==> config.mk <==
export PLATFORM = sky130hd
export DESIGN_NAME = priority_job_queue
export DESIGN_NICKNAME = d
export VERILOG_FILES = /design/src/sv/pjq_pkg.sv /design/src/sv/priority_job_queue.sv /design/src/sv/pjq_cell.sv
export SDC_FILE = /design/constraint.sdc
export NUM_CORES = 1
export LEC_CHECK = 0
export BUFFER_PORTS_ARGS = -buffer_cell sky130_fd_sc_hd__buf_2
export CAP_MARGIN = 30
export CORE_MARGIN = 2
export CORE_UTILIZATION = 45
export DETAILED_ROUTE_END_ITERATION = 16
export SLEW_MARGIN = 20
export SYNTH_ARGS = -nofsm -noshare
export SYNTH_HDL_FRONTEND = slang
export SYNTH_SLANG_ARGS = --single-unit
==> constraint.sdc <==
create_clock -name aclk -period 7.4 [get_ports aclk]
set_clock_uncertainty 0.2 [all_clocks]
set_input_delay 0.37 -clock aclk [delete_from_list [all_inputs] [get_ports aclk]]
set_output_delay 0.37 -clock aclk [all_outputs]
set_load 0.03 [all_outputs]
==> src/sv/pjq_pkg.sv <==
package pjq_pkg;

    // queue size and field widths
    localparam int QUEUE_DEPTH = 16;
    localparam int CNT_W       = $clog2(QUEUE_DEPTH + 1);
    localparam int TAG_W       = 16;
    localparam int PRIO_W      = 8;
    localparam int OCC_W       = 5;

    // operation codes carried on s_tuser
    localparam logic FUNC_INSERT = 1'b0;
    localparam logic FUNC_POP    = 1'b1;

    // result status codes carried on m_tuser
    typedef enum logic [1:0] {
        STAT_OK    = 2'd0,
        STAT_FULL  = 2'd1,
        STAT_EMPTY = 2'd2
    } status_t;

    // one stored job
    typedef struct packed {
        logic [TAG_W-1:0]  tag;
        logic [PRIO_W-1:0] prio;
    } entry_t;

    // command broadcast to every cell
    typedef struct packed {
        logic              ins;
        logic              pop;
        logic              fifo_ties;
        logic [TAG_W-1:0]  tag;
        logic [PRIO_W-1:0] prio;
    } cmd_t;

endpackage

==> src/sv/priority_job_queue.sv <==
// Sorted job queue of pjq_pkg::QUEUE_DEPTH entries, head (smallest priority value) first.
// Each beat on s_ is an insert or a pop; every beat gives exactly one result beat on m_,
// registered in the cycle after acceptance. One beat is taken every cycle unless an untaken
// result stalls m_: a row of cells, one per entry, compares its stored priority with the
// broadcast priority of the new job and in the same cycle keeps its entry, takes the new
// job or takes its neighbor's entry, so an insert or pop is no slower with a fuller queue.
// cfg_wdata written with cfg_we selects tie order: 1 puts a new job behind equal priorities,
// 0 ahead of them. Write it only while the block is idle.
module priority_job_queue (
    input  logic        aclk,
    input  logic        aresetn,
    input  logic        cfg_we,
    input  logic        cfg_wdata,
    input  logic        s_tvalid,
    output logic        s_tready,
    input  logic [23:0] s_tdata,   // job_tag[15:0], priority_req[23:16]
    input  logic [0:0]  s_tuser,   // func[0]
    output logic        m_tvalid,
    input  logic        m_tready,
    output logic [31:0] m_tdata,   // out_tag[15:0], out_priority[23:16], occupancy[28:24]
    output logic [1:0]  m_tuser    // status[1:0]
);

    localparam int DEPTH = pjq_pkg::QUEUE_DEPTH;
    localparam int CW    = pjq_pkg::CNT_W;

    logic                  fifo_ties_reg;
    logic [CW-1:0]         count_reg;
    logic [CW-1:0]         count_next;
    logic                  m_tvalid_reg;
    pjq_pkg::status_t      status_reg;
    pjq_pkg::status_t      status_next;
    pjq_pkg::entry_t       out_entry_reg;
    pjq_pkg::entry_t       out_entry_next;
    logic [CW-1:0]         occ_reg;

    logic                  s_acc;
    logic                  is_pop;
    logic                  is_full;
    logic                  is_empty;
    pjq_pkg::cmd_t         cmd;
    logic [DEPTH-1:0]      occupied;
    logic [DEPTH-1:0]      after;
    pjq_pkg::entry_t       cells [DEPTH];
    pjq_pkg::entry_t       tie_off;

    // handshake: output register frees as the result is taken
    assign s_tready = !m_tvalid_reg || m_tready;
    assign s_acc    = s_tvalid && s_tready;
    assign is_pop   = (s_tuser[0] == pjq_pkg::FUNC_POP);
    assign is_full  = (count_reg == CW'(DEPTH));
    assign is_empty = (count_reg == '0);

    // command broadcast to the cells
    always_comb begin
        cmd.ins       = s_acc && !is_pop && !is_full;
        cmd.pop       = s_acc && is_pop && !is_empty;
        cmd.fifo_ties = fifo_ties_reg;
        cmd.tag       = s_tdata[15:0];
        cmd.prio      = s_tdata[23:16];
    end

    // thermometer of held entries
    always_comb begin
        for (int i = 0; i < DEPTH; i++) begin
            occupied[i] = (CW'(i) < count_reg);
        end
    end

    assign tie_off = '0;

    // row of cells
    for (genvar g = 0; g < DEPTH; g++) begin : g_cell
        pjq_cell u_cell (
            .aclk        (aclk),
            .cmd         (cmd),
            .occupied    (occupied[g]),
            .left_after  ((g == 0) ? 1'b1 : after[(g == 0) ? 0 : g-1]),
            .left_entry  (cells[(g == 0) ? 0 : g-1]),
            .right_entry ((g == DEPTH-1) ? tie_off : cells[(g == DEPTH-1) ? g : g+1]),
            .after       (after[g]),
            .entry       (cells[g])
        );
    end

    // result and count
    always_comb begin
        count_next     = count_reg;
        status_next    = pjq_pkg::STAT_OK;
        out_entry_next = '0;
        if (is_pop) begin
            if (is_empty) begin
                status_next = pjq_pkg::STAT_EMPTY;
            end else begin
                out_entry_next = cells[0];
                count_next     = count_reg - 1'b1;
            end
        end else begin
            if (is_full) begin
                status_next = pjq_pkg::STAT_FULL;
            end else begin
                count_next = count_reg + 1'b1;
            end
        end
    end

    // control state
    always_ff @(posedge aclk) begin
        if (!aresetn) begin
            fifo_ties_reg <= 1'b0;
            count_reg     <= '0;
            m_tvalid_reg  <= 1'b0;
        end else begin
            if (cfg_we) begin
                fifo_ties_reg <= cfg_wdata;
            end
            if (s_acc) begin
                count_reg    <= count_next;
                m_tvalid_reg <= 1'b1;
            end else if (m_tready) begin
                m_tvalid_reg <= 1'b0;
            end
        end
    end

    // result payload
    always_ff @(posedge aclk) begin
        if (s_acc) begin
            status_reg    <= status_next;
            out_entry_reg <= out_entry_next;
            occ_reg       <= count_next;
        end
    end

    assign m_tvalid = m_tvalid_reg;
    assign m_tuser  = status_reg;
    assign m_tdata  = {3'b000, pjq_pkg::OCC_W'(occ_reg), out_entry_reg.prio, out_entry_reg.tag};

`ifndef SYNTH
    // count stays within the queue
    assert property (@(posedge aclk) disable iff (!aresetn)
        count_reg <= CW'(DEPTH))
        else $error("entry count beyond queue depth");

    // head pair stays sorted
    assert property (@(posedge aclk) disable iff (!aresetn)
        (count_reg >= CW'(2)) |-> (cells[0].prio <= cells[1].prio))
        else $error("head entries out of order");

    // a pop on a held job drops the count by one
    assert property (@(posedge aclk) disable iff (!aresetn)
        (s_acc && is_pop && !is_empty) |=> (count_reg == $past(count_reg) - 1'b1))
        else $error("pop did not decrement count");

    // an insert into a full queue reports full and keeps the count
    assert property (@(posedge aclk) disable iff (!aresetn)
        (s_acc && !is_pop && is_full)
        |=> (m_tuser == pjq_pkg::STAT_FULL) && (count_reg == CW'(DEPTH)))
        else $error("full insert not rejected");
`endif

endmodule

==> src/sv/pjq_cell.sv <==
module pjq_cell (
    input  logic            aclk,
    input  pjq_pkg::cmd_t   cmd,
    input  logic            occupied,
    input  logic            left_after,
    input  pjq_pkg::entry_t left_entry,
    input  pjq_pkg::entry_t right_entry,
    output logic            after,
    output pjq_pkg::entry_t entry
);

    pjq_pkg::entry_t entry_reg;
    pjq_pkg::entry_t entry_next;

    // stored job stays ahead of the new one
    always_comb begin
        if (cmd.fifo_ties) begin
            after = occupied && (entry_reg.prio <= cmd.prio);
        end else begin
            after = occupied && (entry_reg.prio < cmd.prio);
        end
    end

    // keep, take the new job, or shift from a neighbor
    always_comb begin
        entry_next = entry_reg;
        if (cmd.pop) begin
            entry_next = right_entry;
        end else if (cmd.ins) begin
            if (after) begin
                entry_next = entry_reg;
            end else if (left_after) begin
                entry_next.tag  = cmd.tag;
                entry_next.prio = cmd.prio;
            end else begin
                entry_next = left_entry;
            end
        end
    end

    always_ff @(posedge aclk) begin
        entry_reg <= entry_next;
    end

    assign entry = entry_reg;

endmodule
==> key figures <==
Outcome
  – Outcome: complete, no violations

Floorplan
  – Std-Cell Rows: 86
  – Core ar.: 55,420 sq um
  – Initial Util: between 40% and 50%
  – Die Wd: 241.2 um
  – Num ports: 67
  – Die height: approximately 240 um
  – DIE AREA: 58,180 sq um

Drt
  – Vias per cell: 6.586
  – DRC violation count after routing: 0
  – Pre-antenna DRT Iters: 5
  – DRT iter0 DRCs: 3,410
  – Post-Route WL: between 80,000 and 90,000 um
  – Post-route ant nets: 0
  – Via count: 22,310
  – Routed len/inst: between 20 and 25 um

STA
  – FMAX: between 0.2 and 0.3 GHz
  – Max transition margin: between 20% and 30%
  – Setup violators final: 0
  – Min cycle time layout: 3.823 ns
  – Final worst-path cycle share: between 50% and 60%
  – Setup TNS: 0 ns
  – Final Max Tran Viols: 0
  – Worst-margin pin slew: about 1.1 ns
  – RSZ-0062 raised after global routing: no
  – Fin. Hold Viols: 0

Clock tree
  – Post-CTS Setup Bufs: 0
  – Max Root-Sink Buffers: 3
  – Reg clk slew, reported paths: approximately 0.06 ns
  – Clk sink count: about 420
  – H-tree levels: 2
  – Root buffer cell: clkbuf_16
  – Worst-skew pair later-pin latency: 0.61 ns
  – TritonCTS buffer count: 48
  – CTS tree: done

Global route
  – Initial antenna violation count: 0
  – Grt total ovfl: 0
  – First-pass GRT wire length: between 100,000 and 150,000 um
  – Number of global-route vias before repair: about 21,000
  – GR Util All Layers: ~28%
  – Pin count of the biggest net entering global routing: 213

Hold path
  – Worst min path class: in -> reg

Power
  – Flop pwr share: 43.4%
  – Sw Share: around a third
  – Internal power: 0.005105 W
  – PD cells: between 200 and 300 nW/um^2
  – NetSw: approximately 0.0025 W
  – Max IR drop VDD: between 0.00015 and 0.0002 V
  – Leak: ~9.8 nW
  – Clock Power Share: 32.0%
  – Tot Pwr: 0.007615 W
  – Combinational share of power: approximately a quarter

Placement
  – Number of buffers added on ports: 63
  – Placer Congestion: just under 0.9
  – DP HPWL: 55,490 um

Synth
  – Async S/R FF share, synth: 0%
  – Syn Area/Cell: approximately 9.4 sq um
  – Yosys reg bits: between 400 and 500
  – Most frequent cell after synthesis: edfxtp_1
  – EDFF count, synth: 391
  – Post-synthesis cell type count: 65
  – Cell taking the most area after synthesis: edfxtp_1
  – Post-synthesis cell count: about 2,700
  – Sequential share of the synthesized area: around 50%
  – Synth area leaders: edfxtp_1 46%, a31oi_1 8.3%, o21ai_0 7.2%, a21oi_1 7.0%, ha_1 6.5%
  – Syn Std Cell Area: between 20,000 and 30,000 sq um
  – Main flop type after synthesis: edfxtp_1
  – YS warnings: 0
  – Share of Yosys cell area claimed by the top area cell type: roughly 46%
  – List of most frequent post-synthesis cells: 391 x edfxtp_1, 365 x o21ai_0, 355 x a21oi_1

Worst setup path
  – Reg2reg setup slack: 3.58 ns
  – Data arrival time of the critical path: around 4.1 ns
  – Crit Path Max Fanout: 48
  – Worst EP required: ~7.7 ns
  – Setup CP Type: reg -> reg
  – Crit. End Element: register
  – Crit path launch type: register

Layout
  – Final nets: 2,762
  – Share of layout cells above drive strength 1: 9.170%
  – # diodes: 0
  – Layout area overhead: 8.989%
  – Largest register FFs: ~380

Job
  – Max cap viols: 0
[timing repair]
| item | in CTS | in global routing |
|---|---|---|
| hold buffers | 7 | 0 |
| gates resized for setup | 0 | 0 |
| hold endpoints to repair | 8 | 0 |
| setup endpoints to repair | 0 | 0 |
[layer usage]
metal  wire length, um  vias up  GRT usage (%)
met5                 0        -              0
met4              2775        0          9.783
met3              8784      187          5.139
met2             37080     1347          43.67
met1             34850    10820          40.32
li1                  -     9953              -
[final timing paths]
path,endpoint,depth (start not counted),from
worst max-delay path,g_cell[15].u_cell.entry[0]$_SDFFE_PP0P_,8,count_reg[1]$_SDFFE_PN0P_
worst max register to register,g_cell[15].u_cell.entry[0]$_SDFFE_PP0P_,8,count_reg[1]$_SDFFE_PN0P_
worst min register to register,g_cell[0].u_cell.entry[15]$_DFFE_PP_,2,g_cell[1].u_cell.entry[15]$_DFFE_PP_
worst min-delay path,count_reg[4]$_SDFFE_PN0P_,5,m_tready
[power by group through the flow]
stage / Clock [W] / Combinational [W] / Sequential [W]
after floorplan: 0 / 0.00129 / 0.00327
after global placement: 0 / 0.00169 / 0.00335
after detailed placement: 0 / 0.00178 / 0.00335
after CTS: 0.00247 / 0.00179 / 0.00330
after global routing: 0.00255 / 0.00205 / 0.00334
final: 0.00244 / 0.00187 / 0.00331
[per-stage QoR]
step	hold slack [ns]	std cells	setup slack (ns)	area (sq um)	util (%)
floorplan	0.2982	2683	3.024	25330	-
global placement	0.3248	3262	2.880	25450	45.93
detailed placement	0.3284	3277	2.807	25690	46.36
CTS	0.06624	3373	3.423	27350	49.35
global route	0.1126	3387	3.333	27600	49.80
finish	0.08943	3387	3.577	27600	49.80
[critical path: stages, from the launching register on]
cell       delay [ns]
dfxtp_1          0.72
inv_1            0.26
ha_1             0.33
nand4bb_1        0.20
nand4b_1         0.27
inv_2            0.48
o311a_2          0.87
o21ai_0          0.21
a31oi_1          0.20
[placed cells by master (no fill, tap or decap), types with 49 or more instances in the layout]
master and instances:
a21oi_1 354, a31oi_1 336, buf_2 63, clkbuf_16 49, edfxtp_1 391, ha_1 131
nand2_1 123, nor2_1 325, o21ai_0 364, o21ai_1 53
[area by class of cell]
class	instances	area, sq um
fill	5031	27820
multi-input combinational	1954	11370
tap	748	935.9
clock buffer	60	1267
timing repair buffer	143	1221
inverter	31	116.4
sequential	422	12360
clock inverter	29	320.3
[cells by family after synthesis]
logic type / count (synthesis) / synth area share [%]
AOI/OAI and AO/OA: 1223 / 27.31
xor gates and xnor gates: 1 / 0.03460
adders and majority gates: 131 / 6.473
buffers and inverters: 307 / 6.434
DFF: 422 / 48.82
muxes: 27 / 1.072
other: 1 / 0.01481
and+or+nand+nor: 569 / 9.838
(Power assumes the default switching activity.)
